### config.mk
export PLATFORM = sky130hd
export DESIGN_NAME = lru_sector_cache_tags_unit
export DESIGN_NICKNAME = d
export VERILOG_FILES = /design/src/design/lsct_pkg.sv /design/src/design/lru_sector_cache_tags_unit.sv /design/src/design/lsct_cell.sv
export VERILOG_INCLUDE_DIRS = /design/src /design/src/design
export SDC_FILE = /design/constraint.sdc
export NUM_CORES = 1
export LEC_CHECK = 0
export ABC_CLOCK_PERIOD_IN_PS = 7900
export BUFFER_PORTS_ARGS = -buffer_cell sky130_fd_sc_hd__buf_2
export CAP_MARGIN = 20
export CORE_UTILIZATION = 50
export DETAILED_ROUTE_END_ITERATION = 8
export PLACE_DENSITY = 0.77
export SLEW_MARGIN = 30
export SYNTH_ARGS = -nofsm -noshare
export SYNTH_HDL_FRONTEND = slang
export SYNTH_SLANG_ARGS = --single-unit
### constraint.sdc
create_clock -name i_clk -period 7.9 [get_ports i_clk]
set_input_delay 1.185 -clock i_clk [delete_from_list [all_inputs] [get_ports i_clk]]
set_output_delay 1.185 -clock i_clk [all_outputs]
set_load 0.03 [all_outputs]
### src/design/assert_macros.svh
// ----------------------------------------------------------------------------
// assert_macros.svh
// Assertion macros used by the RTL. The checks are clocked on i_clk and
// are switched off while i_rst_n is low. Defining ASSERT_OFF empties them.
// ----------------------------------------------------------------------------
`ifndef ASSERT_MACROS_SVH
`define ASSERT_MACROS_SVH

`ifndef ASSERT_OFF

// The consequent must hold in the same cycle as the antecedent.
`define ASSERT_SAME(label, ante, cons) \
    label: assert property (@(posedge i_clk) disable iff (!i_rst_n) \
        (ante) |-> (cons)) else $error("assertion failed");

// The consequent must hold in the cycle after the antecedent.
`define ASSERT_NEXT(label, ante, cons) \
    label: assert property (@(posedge i_clk) disable iff (!i_rst_n) \
        (ante) |=> (cons)) else $error("assertion failed");

`else

`define ASSERT_SAME(label, ante, cons)
`define ASSERT_NEXT(label, ante, cons)

`endif

`endif

### src/design/lsct_pkg.sv
// ----------------------------------------------------------------------------
// lsct_pkg
// Types and constants of the sector cache tag unit.
// ----------------------------------------------------------------------------
package lsct_pkg;

    localparam int SLOTS        = 8;
    localparam int SLOT_BITS    = $clog2(SLOTS);
    localparam int SECTOR_BITS  = 24;
    localparam int ADDR_BITS    = SECTOR_BITS + 1;
    localparam int OFFSET_BITS  = 8;
    localparam int STATUS_BITS  = 2;

    localparam logic [OFFSET_BITS-1:0] READ_OFFSET_RESET = OFFSET_BITS'(150);

    localparam logic CMD_CLEAR  = 1'b0;
    localparam logic CMD_ACCESS = 1'b1;

    typedef enum logic [STATUS_BITS-1:0] {
        ST_HIT     = 2'd0,
        ST_FILLED  = 2'd1,
        ST_FAILED  = 2'd2,
        ST_CLEARED = 2'd3
    } t_status;

    // One position of the use list: the physical slot it names, with that
    // slot's tag and valid bit.
    typedef struct packed {
        logic [SLOT_BITS-1:0]   slot;
        logic [SECTOR_BITS-1:0] tag;
        logic                   valid;
    } t_entry;

    // Per-cell update controls.
    typedef struct packed {
        logic clear;       // drop the valid bit (clear command)
        logic shift;       // take the neighbour's entry
        logic invalidate;  // drop the valid bit (failed fetch)
    } t_cell_ctrl;

endpackage

### src/design/lru_sector_cache_tags_unit.sv
// ----------------------------------------------------------------------------
// lru_sector_cache_tags_unit
// Tag store and least recently used replacement for a fully associative
// sector cache, built as a row of list cells.
// ----------------------------------------------------------------------------
//
//  Channel   | Direction | Handshake              | Payload
//  ----------+-----------+------------------------+----------------------------
//  request   | in        | start high, busy low   | i_command, i_sector,
//            |           |                        | i_read_ok
//  result    | out       | o_strobe, one cycle    | o_status, o_slot, o_fetch,
//            |           |                        | o_device_address
//  config    | in        | i_cfg_valid, o_cfg_ready | i_cfg_data (read offset)
//
// A request accepted at one clock edge produces its result in the next cycle,
// with o_strobe high for a single cycle. A new request may follow every
// cycle: the whole update is a single pass through the cell row, so busy
// stays low. The receiver cannot stall the result. After reset the use list
// holds slot p at position p, every slot is invalid and the read offset is
// 150; no clearing pass is needed because the valid bits reset at once.
// ----------------------------------------------------------------------------
module lru_sector_cache_tags_unit
    import lsct_pkg::*;
(
    input  logic                   i_clk,
    input  logic                   i_rst_n,
    input  logic                   start,
    output logic                   busy,
    input  logic                   i_command,
    input  logic [SECTOR_BITS-1:0] i_sector,
    input  logic                   i_read_ok,
    output logic                   o_strobe,
    output logic [STATUS_BITS-1:0] o_status,
    output logic [SLOT_BITS-1:0]   o_slot,
    output logic                   o_fetch,
    output logic [ADDR_BITS-1:0]   o_device_address,
    input  logic                   i_cfg_valid,
    output logic                   o_cfg_ready,
    input  logic [OFFSET_BITS-1:0] i_cfg_data
);

`include "assert_macros.svh"

    // ------------------------------------------------------------------
    // Request handshake and configuration register.
    // ------------------------------------------------------------------
    logic accept;
    logic is_access;
    logic is_clear;

    assign busy        = 1'b0;
    assign o_cfg_ready = 1'b1;
    assign accept      = start && !busy;
    assign is_access   = accept && (i_command == CMD_ACCESS);
    assign is_clear    = accept && (i_command == CMD_CLEAR);

    logic [OFFSET_BITS-1:0] r_read_offset;

    always_ff @(posedge i_clk) begin
        if (!i_rst_n) begin
            r_read_offset <= READ_OFFSET_RESET;
        end else if (i_cfg_valid && o_cfg_ready) begin
            r_read_offset <= i_cfg_data;
        end
    end

    // ------------------------------------------------------------------
    // The cell row. Position 0 is the least recently used end. Each cell
    // is fed the entry of its right-hand neighbour; the last cell is fed
    // the promoted entry, which becomes the most recently used.
    // ------------------------------------------------------------------
    t_entry     entries [SLOTS];
    t_entry     right   [SLOTS];
    t_cell_ctrl ctrl    [SLOTS];
    logic [SLOTS-1:0] hit_vec;
    t_entry     tail;

    for (genvar i = 0; i < SLOTS; i++) begin : g_cell
        if (i == SLOTS - 1) begin : g_tail
            assign right[i] = tail;
        end else begin : g_inner
            assign right[i] = entries[i+1];
        end

        lsct_cell u_cell (
            .i_clk        (i_clk),
            .i_rst_n      (i_rst_n),
            .i_reset_slot (SLOT_BITS'(i)),
            .i_sector     (i_sector),
            .i_ctrl       (ctrl[i]),
            .i_right      (right[i]),
            .o_entry      (entries[i]),
            .o_match      (hit_vec[i])
        );
    end

    // ------------------------------------------------------------------
    // Victim and promotion selection.
    // On a hit the matching position is chosen (valid tags are unique, so
    // at most one cell matches). On a miss the first invalid position in
    // list order is chosen, or position 0 when every slot is valid.
    // ------------------------------------------------------------------
    logic             hit;
    logic [SLOTS-1:0] first_inv;
    logic [SLOTS-1:0] sel;
    logic [SLOTS-1:0] from_sel;
    t_entry           moved;
    logic             any_inv;

    assign hit = |hit_vec;

    always_comb begin
        any_inv   = 1'b0;
        first_inv = '0;
        for (int i = 0; i < SLOTS; i++) begin
            if (!entries[i].valid && !any_inv) begin
                first_inv[i] = 1'b1;
                any_inv      = 1'b1;
            end
        end
    end

    always_comb begin
        priority if (hit) begin
            sel = hit_vec;
        end else if (any_inv) begin
            sel = first_inv;
        end else begin
            sel    = '0;
            sel[0] = 1'b1;
        end
    end

    // The selected entry, and the positions at or beyond it, which shift
    // one place towards the least recently used end on a promotion.
    always_comb begin
        moved    = '0;
        from_sel = '0;
        for (int i = 0; i < SLOTS; i++) begin
            moved = moved | (sel[i] ? entries[i] : '0);
        end
        from_sel[0] = sel[0];
        for (int i = 1; i < SLOTS; i++) begin
            from_sel[i] = sel[i] || from_sel[i-1];
        end
    end

    always_comb begin
        tail       = moved;
        tail.valid = 1'b1;
        tail.tag   = hit ? moved.tag : i_sector;
    end

    logic promote;
    logic failed;

    assign promote = is_access && (hit || i_read_ok);
    assign failed  = is_access && !hit && !i_read_ok;

    always_comb begin
        for (int i = 0; i < SLOTS; i++) begin
            ctrl[i].clear      = is_clear;
            ctrl[i].shift      = promote && from_sel[i];
            ctrl[i].invalidate = failed && sel[i];
        end
    end

    // ------------------------------------------------------------------
    // Result register. The result is shown for one cycle after the
    // request was taken.
    // ------------------------------------------------------------------
    logic                   r_strobe;
    t_status                r_status;
    logic [SLOT_BITS-1:0]   r_slot;
    logic                   r_fetch;
    logic [ADDR_BITS-1:0]   r_addr;
    t_status                n_status;
    logic [SLOT_BITS-1:0]   n_slot;
    logic                   n_fetch;
    logic [ADDR_BITS-1:0]   n_addr;

    always_comb begin
        n_slot   = '0;
        n_fetch  = 1'b0;
        n_addr   = '0;
        priority if (i_command == CMD_CLEAR) begin
            n_status = ST_CLEARED;
        end else if (hit) begin
            n_status = ST_HIT;
            n_slot   = moved.slot;
        end else begin
            n_status = i_read_ok ? ST_FILLED : ST_FAILED;
            n_slot   = moved.slot;
            n_fetch  = 1'b1;
            n_addr   = ADDR_BITS'(i_sector) + ADDR_BITS'(r_read_offset);
        end
    end

    always_ff @(posedge i_clk) begin
        if (!i_rst_n) begin
            r_strobe <= 1'b0;
        end else begin
            r_strobe <= accept;
        end
    end

    always_ff @(posedge i_clk) begin
        if (accept) begin
            r_status <= n_status;
            r_slot   <= n_slot;
            r_fetch  <= n_fetch;
            r_addr   <= n_addr;
        end
    end

    assign o_strobe         = r_strobe;
    assign o_status         = r_status;
    assign o_slot           = r_slot;
    assign o_fetch          = r_fetch;
    assign o_device_address = r_addr;

    // ------------------------------------------------------------------
    // Checks.
    // ------------------------------------------------------------------
    // Every physical slot must appear in the use list exactly once.
    logic [SLOTS-1:0] slot_seen;

    always_comb begin
        slot_seen = '0;
        for (int i = 0; i < SLOTS; i++) begin
            slot_seen[entries[i].slot] = 1'b1;
        end
    end

    `ASSERT_SAME(a_list_is_permutation, 1'b1, &slot_seen)
    `ASSERT_NEXT(a_result_follows_request, accept, o_strobe)
    `ASSERT_NEXT(a_hit_moves_to_mru, is_access && hit, (o_status == ST_HIT) && (entries[SLOTS-1].slot == o_slot))
    `ASSERT_SAME(a_fetch_only_on_miss, o_strobe && o_fetch, (o_status == ST_FILLED) || (o_status == ST_FAILED))

endmodule

### src/design/lsct_cell.sv
// ----------------------------------------------------------------------------
// lsct_cell
// One position of the use list. Compares its tag with the requested sector
// and, on a promotion, takes over the entry of its right-hand neighbour.
// ----------------------------------------------------------------------------
module lsct_cell
    import lsct_pkg::*;
(
    input  logic                   i_clk,
    input  logic                   i_rst_n,
    input  logic [SLOT_BITS-1:0]   i_reset_slot,
    input  logic [SECTOR_BITS-1:0] i_sector,
    input  t_cell_ctrl             i_ctrl,
    input  t_entry                 i_right,
    output t_entry                 o_entry,
    output logic                   o_match
);

    t_entry r_entry;
    t_entry n_entry;

    always_comb begin
        n_entry = r_entry;
        if (i_ctrl.clear) begin
            n_entry.valid = 1'b0;
        end else if (i_ctrl.shift) begin
            n_entry = i_right;
        end else if (i_ctrl.invalidate) begin
            n_entry.valid = 1'b0;
        end
    end

    // The tag needs no reset: it is only looked at behind its valid bit.
    always_ff @(posedge i_clk) begin
        r_entry.tag <= n_entry.tag;
        if (!i_rst_n) begin
            r_entry.slot  <= i_reset_slot;
            r_entry.valid <= 1'b0;
        end else begin
            r_entry.slot  <= n_entry.slot;
            r_entry.valid <= n_entry.valid;
        end
    end

    assign o_entry = r_entry;
    assign o_match = r_entry.valid && (r_entry.tag == i_sector);

endmodule

==> Word-level counts from Yosys, hierarchy flattened <==
Index checks and enable logic that the tools add are counted.
{ "totals": {"inputBits": 38, "latchBits": 0, "wordCells": 172, "out_inout_bits": 34, "register_bits": 264, "romBits": 0, "mem_bits_rw": 0, "memories": 0} }
{ "classes": {"bitwise": 10, "add_sub_neg": 1, "eq_ne": 8, "n_reduce_logical": 78, "mul": 0, "div_mod_pow": 0, "magnitude_cmp": 0, "mux": 45, "shifts": 0} }
{ "ops": {"columns": ["cell", "count"], "rows": [
  ["2-to-1 mux 28 bit", 8],
  ["bitwise OR 28 bit", 7],
  ["== test 24 bit", 8],
  ["logical AND 1 bit", 36],
  ["2-to-1 mux 1 bit", 32],
  ["adder 24 x 8 -> 25 bit", 1],
  ["2-to-1 mux 24 bit", 1],
  ["2-to-1 mux 8 bit", 2],
  ["AND reduction 2 bit", 8],
  ["nonzero test 2 bit", 8],
  ["zero test 1 bit", 15],
  ["OR reduction 9 bit", 1],
  ["logical OR 1 bit", 8],
  ["OR reduction 8 bit", 1],
  ["2-to-1 mux 2 bit", 2],
  ["inverter 1 bit", 3],
  ["OR reduction 2 bit", 1]
]} }

==> Longest topological paths before layout <==
Gate-level depths: netlist of run 1.
{ "depth": {"ltp_word": 32, "mapped_depth": 12, "ltp_nobuf": 11} }

==> Cells and area by module <==
Synthesis of run 1 repeated with hierarchy kept, for this count alone.
{ "hier_totals": {"cells_unflattened": 1073, "hier_area_um2": 13186.4} }
{ "by_module_without_submodules": {"columns": ["module", "area_each_um2", "instances", "cells_per_inst"], "rows": [
  ["lsct_cell", 1174.9, 8, 76],
  ["lru_sector_cache_tags_unit", 3787.4, 1, 465]
]} }

==> Least setup slack after synthesis of run 1 <==
No wires, ideal clock.
{ "synth_path": {"path_kind": "input to register", "from": "in i_sector[6]", "to": "reg g_cell[3].u_cell.r_entry (netlist bit g_cell[3].u_cell.o_entry[10]) (enable)", "arrival_ns": 3.604, "t_required_ns": 7.520, "path_slack_ns": 3.916, "n_path_buf": 2, "path_stages": 9, "path_cell_list": "buf_6 xnor2_2 nand4_1 or4_1 nor4_4 nor3_1 a41o_1 buf_6 a21oi_4"} }
{ "synth_via": {"elab_chain_len": 9, "word_cells_on_any_way": 25} }
{ "synth_lines": {"columns": ["element", "line", "source"], "rows": [
  ["start, declared", "lru_sector_cache_tags_unit.sv:30", "input logic [SECTOR_BITS-1:0] i_sector,"],
  ["== test 24 bit", "lsct_cell.sv:46", "assign o_match = r_entry.valid && (r_entry.tag == i_sector);"],
  ["logical AND 1 bit", "lsct_cell.sv:46", null],
  ["OR reduction 8 bit", "lru_sector_cache_tags_unit.sv:110", "assign hit = |hit_vec;"],
  ["2-to-1 mux 8 bit", "lru_sector_cache_tags_unit.sv:124", "priority if (hit) begin"],
  ["logical OR 1 bit (3 in a row)", "lru_sector_cache_tags_unit.sv:144", "from_sel[i] = sel[i] || from_sel[i-1];"],
  ["logical AND 1 bit *", "lru_sector_cache_tags_unit.sv:163", "ctrl[i].shift = promote && from_sel[i];"],
  ["AND reduction 2 bit (no source line) *", null, null],
  ["end, declared", "lsct_cell.sv:19", "t_entry r_entry;"]
]} }
Mark *: on every way between the ends. The rest lies on a longest branch, timed or not.
A chain may end at the register's enable or synchronous reset.

==> Final worst setup path of run 1 <==
{ "layout_path": {"from": "in i_sector[23]", "to": "reg g_cell[5].u_cell.r_entry (netlist bit g_cell[5].u_cell.o_entry[21]) (enable)"} }
{ "layout_via": {"elab_chain_len": 11, "word_cells_on_any_way": 27} }
{ "layout_lines": {"columns": ["element", "line"], "rows": [
  ["== test 24 bit", "lsct_cell.sv:46"],
  ["logical AND 1 bit", "lsct_cell.sv:46"],
  ["OR reduction 8 bit", "lru_sector_cache_tags_unit.sv:110"],
  ["2-to-1 mux 8 bit", "lru_sector_cache_tags_unit.sv:124"],
  ["logical OR 1 bit (5 in a row)", "lru_sector_cache_tags_unit.sv:144"],
  ["logical AND 1 bit *", "lru_sector_cache_tags_unit.sv:163"],
  ["AND reduction 2 bit (no source line) *", null],
  ["end, declared", "lsct_cell.sv:19"]
]} }
Marks and branches as above.

==> impl_metrics.env, run 1 <==
export IMPL_crit_family="simple AND/OR/NAND/NOR gates"
export IMPL_slowest_stage="nor4_4"
export IMPL_critical_path_n_buffers_inverters=4
export IMPL_achievable_frequency_mhz=204
export IMPL_dominantRegCellSynth="edfxtp_1"
export IMPL_row_count=56
export IMPL_tritoncts_num_buffers=26
export IMPL_postSynthNetCount=957
export IMPL_clk_path_buf_depth=3
export IMPL_drtPass1Iterations=7
export IMPL_cap_violations=0
export IMPL_netlist_cell_type_count=65
export IMPL_grt_max_degree=49
export IMPL_sink_count_of_the_clock_tree=264
export IMPL_post_synth_top_area_cell="edfxtp_1"
export IMPL_clkPwrFrac=0.390
export IMPL_pin_count=72
export IMPL_post_route_cells_drive_above_1_share=0.142
export IMPL_placement_setup_worst_slack_ps=2260
export IMPL_power_mw=2.93
export IMPL_setup_slack_ps=2990
export IMPL_first_global_vias=7324
export IMPL_critical_path_cell_list="buf_2 > xor2_1 > nor4_1 > nand3_1 > nor4_4 > nor3_1 > buf_4 > a41o_1 > clkinv_8 > o21a_1 > buf_4"
export IMPL_post_cts_repair_setup_buffers=0
export IMPL_timing_setup_critical_path_class="input port to flop"
export IMPL_hold_path_class="flop to flop"
export IMPL_number_of_enable_flip_flop_cells_after_synthesis=223
export IMPL_p_leak_nw=4.60
export IMPL_yosysTopAreaCellShare=0.549
export IMPL_synthCells=910
export IMPL_drt_vias_per_instance=5.59
export IMPL_ys_seq_area_frac=0.616
export IMPL_areaGrowthSynthToFinish_pct=10.1
export IMPL_tritoncts="yes"
export IMPL_timing_clock_skew_ps=11.7
export IMPL_most_numerous_cell_types_in_the_synthesized_netlist="223 x edfxtp_1, 126 x xnor2_1, 83 x xor2_1"
export IMPL_minimum_clock_period_ps=4910
export IMPL_worst_endpoint_arrival_ps=5140
export IMPL_timing_critical_path_to_type="flop"
export IMPL_buffers_added_on_ports=69
export IMPL_die_width_um=158
export IMPL_hold_violations=0
export IMPL_drt_iter0_drc=749
export IMPL_global_route_total_usage_across_every_layer=0.221
export IMPL_path_clk_slew_ps=60
export IMPL_n_fill_cell=1922
export IMPL_max_slew_margin_rel=0.374
export IMPL_yosysMostFrequentCell="edfxtp_1"
export IMPL_crit_fanout=30
export IMPL_grt_first_pass_wirelength_um=41000
export IMPL_setup_repair_after_global_routing_missed_its_margin="no"
export IMPL_count_of_h_tree_levels_built_during_cts=1
export IMPL_required_time_reported_for_the_critical_path_endpoint_ps=8130
export IMPL_final_nets=995
export IMPL_power_share_combinational=0.081
export IMPL_report_final_slew_viol_count=0
export IMPL_power_per_standard_cell_area_nw_per_um2=218
export IMPL_cts_hold_buf=0
export IMPL_run_status="completed"
export IMPL_fin_tns_setup_ps=0
export IMPL_worst_slew_pin_transition_ps=937
export IMPL_syn_cell_area_um2=12200
export IMPL_post_drt_wl_per_cell_um=20.9
export IMPL_dieHeight_um=158
export IMPL_globalRoute_totalOverflow=0
export IMPL_placeableCoreArea_um2=23700
export IMPL_intPower_mw=2.24
export IMPL_clock_insertion_delay_worst_skew_ps=540
export IMPL_place_hpwl_um=19900
export IMPL_drt_drc_violations_left=0
export IMPL_die_area_um2=25000
export IMPL_hold_slack_ps=464
export IMPL_ys_top_cells_by_area="edfxtp_1 55%, xnor2_1 9.0%, dfxtp_1 6.7%"
export IMPL_synth_warning_count=0
export IMPL_r2r_slack_ps=3560
export IMPL_drtAntennaViolNets=0
export IMPL_gpl_final_weighted_congestion=0.886
export IMPL_p_sw_frac=0.233
export IMPL_critical_path_top_cell_by_count="buf_4"
export IMPL_p_sw_mw=0.682
export IMPL_detailroute_via_count=7189
export IMPL_seqPwrFrac=0.529
export IMPL_timing_final_crit_share=0.622
export IMPL_initial_utilization=0.515
export IMPL_critical_path_max_stage_delay_ps=640
export IMPL_grt_antenna_before_repair=1
export IMPL_cts_resized=0
export IMPL_vdd_ir_drop_max_mv=0.145
export IMPL_total_setup_violations_reported_at_the_end_of_the_flow=0
export IMPL_cts_root_buf="clkbuf_16"
export IMPL_postSynthAreaPerCell_um2=13.4
export IMPL_synth_seq_cells=264
export IMPL_drt_wirelength_um=26800
export IMPL_async_reset_ff_frac=0
export IMPL_start_kind="input port"
flip-flops by register name, indices dropped and copies added (netlist names):
name                   flops
g_cell.u_cell.o_entry    224
o_device_address          25
o_fetch                    1
o_slot                     3
o_status                   2
o_strobe                   1
r_read_offset              8
worst paths after layout:
check	endpoint	cells after the start	from
max	g_cell[5].u_cell.o_entry[21]	11	i_sector[23]
min	g_cell[5].u_cell.o_entry[20]	0	g_cell[6].u_cell.o_entry[20]
max reg2reg	g_cell[5].u_cell.o_entry[21]	10	g_cell[0].u_cell.o_entry[19]
min reg2reg	g_cell[5].u_cell.o_entry[20]	0	g_cell[6].u_cell.o_entry[20]
kinds of logic (layout without fill, tap and decap cells):
group	count (synthesis)	after routing	synth area share
and+or+nand+nor	229	229	0.104
AOI/OAI and AO/OA	76	76	0.0481
DFF	264	264	0.616
adders and majority gates	9	9	0.00984
xor gates and xnor gates	211	211	0.153
buffers and inverters	85	141	0.0411
other	2	3	0.000615
muxes	34	34	0.0279
metal layers:
layer | track usage | part of all wire | up-vias
li1 | - | - | 3339
met1 | 0.270 | 0.41 | 3469
met5 | 0 | 0 | -
met2 | 0.375 | 0.48 | 297
met3 | 0.0293 | 0.052 | 84
met4 | 0.128 | 0.054 | 0
area by class of cell:
| type | instances | area, um^2 | area share |
|---|---|---|---|
| Antenna cell | 1 | 2.50 | 0.000186 |
| Timing Repair Buffer | 80 | 474 | 0.0353 |
| Clock inverter | 11 | 61.3 | 0.00456 |
| Sequential cell | 264 | 7520 | 0.559 |
| Clock buffer | 35 | 714 | 0.0532 |
| Multi-Input combinational cell | 561 | 4200 | 0.313 |
| Tap cell | 319 | 399 | 0.0297 |
| Inverter | 15 | 68.8 | 0.00512 |
per-stage QoR:
stage	utilization	cells	area, um^2
floorplan	-	910	12200
global placement	0.531	1236	12600
detailed placement	0.531	1236	12600
CTS	0.564	1282	13400
global route	0.567	1286	13400
finish	0.567	1286	13400
cells in the final DEF (no fill, tap or decap), types with 4 or more instances in the layout:
cell | Yosys | routed
xnor2_1 | 126 | 126
nor2_1 | 31 | 31
clkbuf_1 | 30 | 6
nor4_1 | 21 | 20
a22oi_1 | 6 | 6
dfxtp_1 | 41 | 41
nand3b_1 | 4 | 4
a41oi_1 | 4 | 4
nand4_1 | 31 | 31
xor2_1 | 83 | 83
clkbuf_16 | 0 | 26
clkinv_1 | 0 | 7
inv_1 | 13 | 13
buf_4 | 8 | 8
clkbuf_8 | 0 | 4
a21boi_0 | 6 | 6
buf_2 | 15 | 69
ha_1 | 8 | 8
mux2i_1 | 34 | 34
and2_1 | 6 | 6
nor3_1 | 10 | 10
a21oi_1 | 13 | 13
nor2b_1 | 20 | 20
edfxtp_1 | 223 | 223
nor4_4 | 3 | 4
nand2_1 | 55 | 55
nand3_1 | 25 | 25
o21ai_0 | 10 | 10
o2111ai_1 | 4 | 4
o211ai_1 | 4 | 4
power groups by stage:
stage               registers [mW]  clock network, mW  logic (mW)
finish                        1.55               1.14       0.236
global route                  1.55               1.21       0.256
CTS                           1.55               1.15       0.233
detailed placement            1.58                  0       0.232
global placement              1.58                  0       0.227
floorplan                     1.60                  0       0.149
Note: power is estimated with default switching activity, not from simulation.
==> run 2, diff against run 1 <==
ABC_CLOCK_PERIOD_IN_PS = 4600   (was 7900)
clock period = 4.6 ns   (was 7.9 ns; I/O delays follow)
==> run 2 against run 1 <==
Effect of this change:
- combinational power rose by 76%
- count of clock-buffer cells in the layout is the same
- global-route usage hardly changed
- power up 74%
- worst setup slack worse by 1700 ps
==> impl_metrics.env, run 2 (same netlist as run 1, synthesis figures left out) <==
export IMPL_run_status="completed"
export IMPL_buffers_added_on_ports=69
export IMPL_grt_max_degree=49
export IMPL_final_common_cell="edfxtp_1"
export IMPL_hold_path_class="input port to flop"
export IMPL_cts_resized=0
export IMPL_drt_vias_per_instance=5.53
export IMPL_sink_count_of_the_clock_tree=264
export IMPL_start_kind="input port"
export IMPL_tritoncts="yes"
export IMPL_timing_critical_path_to_type="flop"
export IMPL_max_reg_flops=224
export IMPL_achievable_frequency_mhz=301
export IMPL_timing_setup_critical_path_class="input port to flop"
export IMPL_count_of_h_tree_levels_built_during_cts=1
export IMPL_placeableCoreArea_um2=23700
export IMPL_final_nets=1017
export IMPL_clock_insertion_delay_worst_skew_ps=540
export IMPL_clk_path_buf_depth=3
export IMPL_hold_violations=0
export IMPL_initial_utilization=0.515
export IMPL_gpl_final_weighted_congestion=0.949
export IMPL_fin_tns_setup_ps=0
export IMPL_multiInputGateArea_um2=4190
export IMPL_report_final_slew_viol_count=0
export IMPL_global_route_total_usage_across_every_layer=0.221
export IMPL_die_area_um2=25000
export IMPL_timing_final_crit_share=0.722
export IMPL_placement_setup_worst_slack_ps=759
export IMPL_r2r_worst_path_cells=10
export IMPL_die_width_um=158
export IMPL_path_clk_slew_ps=60
export IMPL_n_fill_cell=1906
export IMPL_total_setup_violations_reported_at_the_end_of_the_flow=0
export IMPL_drtPass1Iterations=5
export IMPL_drtAntennaViolNets=0
export IMPL_antennaDiodeCount=0
export IMPL_timing_clock_skew_ps=15.0
export IMPL_vdd_ir_drop_max_mv=0.248
export IMPL_drt_drc_violations_left=0
export IMPL_worst_slew_pin_transition_ps=805
export IMPL_r2r_start="g_cell[1].u_cell.o_entry[4]"
export IMPL_p_leak_nw=4.71
export IMPL_worstHoldEndpoint="r_read_offset[7]"
export IMPL_place_hpwl_um=20100
export IMPL_detailroute_via_count=7238
export IMPL_row_count=56
export IMPL_commonest_cells_after_routing_fill_and_taps_aside="223 x edfxtp_1, 126 x xnor2_1, 83 x xor2_1"
export IMPL_globalRoute_totalOverflow=0
export IMPL_grt_antenna_before_repair=0
export IMPL_holdPathStages=3
export IMPL_post_drt_wl_per_cell_um=20.4
export IMPL_final_seq_area_um2=7520
export IMPL_grt_first_pass_wirelength_um=41300
export IMPL_r2r_slack_ps=1310
export IMPL_cts_root_buf="clkbuf_16"
export IMPL_tritoncts_num_buffers=27
export IMPL_cap_violations=0
export IMPL_required_time_reported_for_the_critical_path_endpoint_ps=4830
export IMPL_dieHeight_um=158
export IMPL_power_per_standard_cell_area_nw_per_um2=374
export IMPL_minimum_clock_period_ps=3320
export IMPL_setup_repair_after_global_routing_missed_its_margin="no"
export IMPL_worst_endpoint_arrival_ps=3550
export IMPL_areaGrowthSynthToFinish_pct=11.9
export IMPL_cts_hold_buf=0
export IMPL_post_cts_repair_setup_buffers=0
export IMPL_crit_fanout=26
export IMPL_pin_count=72
export IMPL_setup_slack_ps=1280
export IMPL_drt_wirelength_um=26600
export IMPL_drt_iter0_drc=515
export IMPL_max_slew_margin_rel=0.458
export IMPL_worstHoldStart="i_cfg_data[7]"
export IMPL_r2r_end="g_cell[4].u_cell.o_entry[23]"
export IMPL_first_global_vias=7326
export IMPL_post_route_cells_drive_above_1_share=0.162
[run 2: critical path, cell delays in order]
cell     delay, ps
buf_2          300
xnor2_1        180
nand4_1        130
or4_1          580
nor4_4         470
nor3_1         140
a41o_1         330
buf_4          220
a31o_4         240
inv_2           70
buf_12         180
[run 2: power by group]
part	total (mW)	internal (mW)	switching, mW
Clock	2.03	1.15	0.877
Combinational	0.416	0.147	0.268
Sequential	2.66	2.63	0.0253
[run 2: worst max path at each step]
stage	to	slack [ps]	start	cells past startpoint
6_report	g_cell[4].u_cell.o_entry[23]	1280	i_sector[5]	11
5_1_grt	g_cell[1].u_cell.o_entry[18]	1150	i_sector[8]	10
4_1_cts	g_cell[4].u_cell.o_entry[23]	1280	g_cell[1].u_cell.o_entry[4]	10
3_5_place_dp	g_cell[4].u_cell.o_entry[15]	760	i_sector[8]	11
3_3_place_gp	g_cell[4].u_cell.o_entry[22]	780	i_sector[22]	11
2_1_floorplan	g_cell[3].u_cell.o_entry[10]	1110	i_sector[6]	9
[run 2: stage by stage]
stage	total power [mW]	std cells	utilization	hold WS (ps)	instance area, um^2
after CTS	5.14	1308	0.577	361	13700
after global placement	3.12	1260	0.542	450	12800
after detailed placement	3.13	1260	0.542	454	12800
after floorplan	3.00	910	-	446	12200
final	5.10	1308	0.577	378	13700
after global routing	5.25	1308	0.577	389	13700
[run 2: cell type report]
cell class,instances,share of cell area
Inverter,15,0.00504
Clock inverter,13,0.00687
Sequential cell,264,0.551
Tap cell,319,0.0292
Multi-Input combinational cell,561,0.307
Clock buffer,35,0.0524
Timing Repair Buffer,101,0.0493
[run 2: per-layer routing]
| metal | vias up | track usage | wire length (um) |
|---|---|---|---|
| met5 | - | 0 | 0 |
| met4 | 0 | 0.0925 | 947 |
| met3 | 56 | 0.0287 | 1470 |
| met2 | 283 | 0.380 | 13200 |
| met1 | 3530 | 0.281 | 11000 |
| li1 | 3369 | - | - |
==> run 3, diff against run 2 <==
ABC_CLOCK_PERIOD_IN_PS = 3000   (was 4600)
PLACE_DENSITY = 0.79   (was 0.77)
clock period = 3 ns   (was 4.6 ns; I/O delays follow)
==> run 3 against run 2 <==
Effect of this change:
- first-iteration DRC count increased by 15%
- sequential power grew 53%
- power is 55% higher
- critical path depth decreased by 1
- cell count increased by 7.1%
- clock skew shrank 3.8 ps
- largest power group unchanged
- clock power grew 53%
- register-to-register slack got worse by 1300 ps
- non-clock buffer count up 91
- critical path type is now flop to flop
==> impl_metrics.env, run 3 (same netlist as run 1, synthesis figures left out) <==
export IMPL_drtPass1Iterations=5
export IMPL_die_width_um=158
export IMPL_place_hpwl_um=21200
export IMPL_drt_drc_violations_left=0
export IMPL_intPower_mw=6.12
export IMPL_setup_slack_ps=42.0
export IMPL_drt_iter0_drc=593
export IMPL_detailroute_via_count=7567
export IMPL_worst_slew_pin_transition_ps=777
export IMPL_row_count=56
export IMPL_crit_fanout=12
export IMPL_commonest_cells_after_routing_fill_and_taps_aside="223 x edfxtp_1, 119 x xnor2_1, 107 x buf_4"
export IMPL_cts_hold_buf=0
export IMPL_start_kind="flop"
export IMPL_vdd_ir_drop_max_mv=0.363
export IMPL_report_final_slew_viol_count=0
export IMPL_hold_path_class="input port to flop"
export IMPL_grt_max_degree=48
export IMPL_grt_antenna_before_repair=1
export IMPL_total_setup_violations_reported_at_the_end_of_the_flow=0
export IMPL_placement_setup_worst_slack_ps=-251
export IMPL_seqPwrFrac=0.515
export IMPL_tritoncts="yes"
export IMPL_required_time_reported_for_the_critical_path_endpoint_ps=3290
export IMPL_placeableCoreArea_um2=23700
export IMPL_placed_area_um2=13700
export IMPL_p_sw_mw=1.79
export IMPL_power_share_combinational=0.093
export IMPL_hold_violations=0
export IMPL_drtAntennaViolNets=0
export IMPL_buffers_added_on_ports=69
export IMPL_globalRoute_totalOverflow=0
export IMPL_first_global_vias=7451
export IMPL_final_util=0.616
export IMPL_post_drt_wl_per_cell_um=19.7
export IMPL_final_nets=1108
export IMPL_r2r_slack_ps=40
export IMPL_dieHeight_um=158
export IMPL_clkPwrFrac=0.392
export IMPL_p_leak_nw=5.29
export IMPL_tritoncts_num_buffers=27
export IMPL_post_route_cells_drive_above_1_share=0.245
export IMPL_global_route_total_usage_across_every_layer=0.224
export IMPL_power_per_standard_cell_area_nw_per_um2=542
export IMPL_stdcell_area_um2=14600
export IMPL_drt_vias_per_instance=5.40
export IMPL_initial_utilization=0.515
export IMPL_fin_tns_setup_ps=0
export IMPL_cts_root_buf="clkbuf_16"
export IMPL_worst_endpoint_arrival_ps=3250
export IMPL_max_reg_flops=224
export IMPL_achievable_frequency_mhz=338
export IMPL_timing_final_crit_share=0.986
export IMPL_pin_count=72
export IMPL_timing_clock_skew_ps=11.3
export IMPL_max_slew_margin_rel=0.477
export IMPL_grt_first_pass_wirelength_um=41500
export IMPL_p_sw_frac=0.227
export IMPL_clk_path_buf_depth=3
export IMPL_timing_setup_critical_path_class="flop to flop"
export IMPL_count_of_h_tree_levels_built_during_cts=1
export IMPL_final_common_cell="edfxtp_1"
export IMPL_clock_insertion_delay_worst_skew_ps=540
export IMPL_gpl_final_weighted_congestion=0.902
export IMPL_cap_violations=0
export IMPL_sink_count_of_the_clock_tree=264
export IMPL_path_clk_slew_ps=60
export IMPL_timing_critical_path_to_type="flop"
export IMPL_die_area_um2=25000
export IMPL_run_status="completed"
export IMPL_areaGrowthSynthToFinish_pct=19.6
export IMPL_minimum_clock_period_ps=2960
export IMPL_drt_wirelength_um=27700
[run 3: changes by cell type in the layout (fill, tap and decap cells not counted), sizes merged]
cell	delta
buf	+90
clkbuf	+3
diode	+1
inv	-1
[run 3: path summary, 6_finish.rpt]
kind | startpoint | endpoint | cells past startpoint
worst max-delay path | g_cell[2].u_cell.o_entry[14] | g_cell[6].u_cell.o_entry[4] | 10
worst min-delay path | i_cfg_data[7] | r_read_offset[7] | 3
worst max register to register | g_cell[2].u_cell.o_entry[14] | g_cell[6].u_cell.o_entry[4] | 10
worst min register to register | g_cell[5].u_cell.o_entry[2] | g_cell[4].u_cell.o_entry[2] | 0
[run 3: layout make-up]
class                      count  area [um^2]
inverter                      15         68.8
antenna                        1         2.50
fill                        1749         9090
timing repair buffer         192         1470
sequential                   264         7520
multi-input combinational    561         4320
tap                          319          399
clock inverter                12         78.8
clock buffer                  37          733
[run 3: layer usage]
| metal | GRT usage | up-vias | part of all wire | wire length, um |
|---|---|---|---|---|
| li1 | - | 3570 | - | - |
| met1 | 0.284 | 3688 | 0.42 | 11600 |
| met2 | 0.391 | 255 | 0.49 | 13700 |
| met3 | 0.0326 | 54 | 0.058 | 1600 |
| met4 | 0.0760 | 0 | 0.028 | 764 |
| met5 | 0 | - | 0 | 0 |
[run 3: what timing repair did]
| action | 4_1_cts | 5_1_grt |
|---|---|---|
| resized for setup | 0 | 9 |
| setup buffers | 0 | 5 |
| setup endpoints to repair | 0 | 187 |
| hold endpoints to repair | 0 | 0 |
[run 3: power groups by stage]
stage                     logic (mW)  clock network [mW]  registers [mW]
final                          0.738                3.10            4.08
after global routing           0.796                3.28            4.09
after CTS                      0.730                3.13            4.08
after detailed placement       0.726                   0            4.16
after global placement         0.708                   0            4.15
after floorplan                0.398                   0            4.21
[run 3: worst max-delay path, cell delays in order, from the launching register on]
cell       delay (ps)
edfxtp_1          430
xnor2_2           240
nand4_1           110
or4_4             500
nor4_4            320
buf_4             200
nor4_4             60
a31o_4            240
o31a_1            270
buf_4             170
clkbuf_16         170
[run 3: metrics by stage]
stage | total power [mW] | hold slack, ps | instances
finish | 7.92 | 147 | 1401
global route | 8.16 | 156 | 1401
CTS | 7.94 | 136 | 1394
detailed placement | 4.88 | 454 | 1345
global placement | 4.86 | 451 | 1345
floorplan | 4.61 | 446 | 910
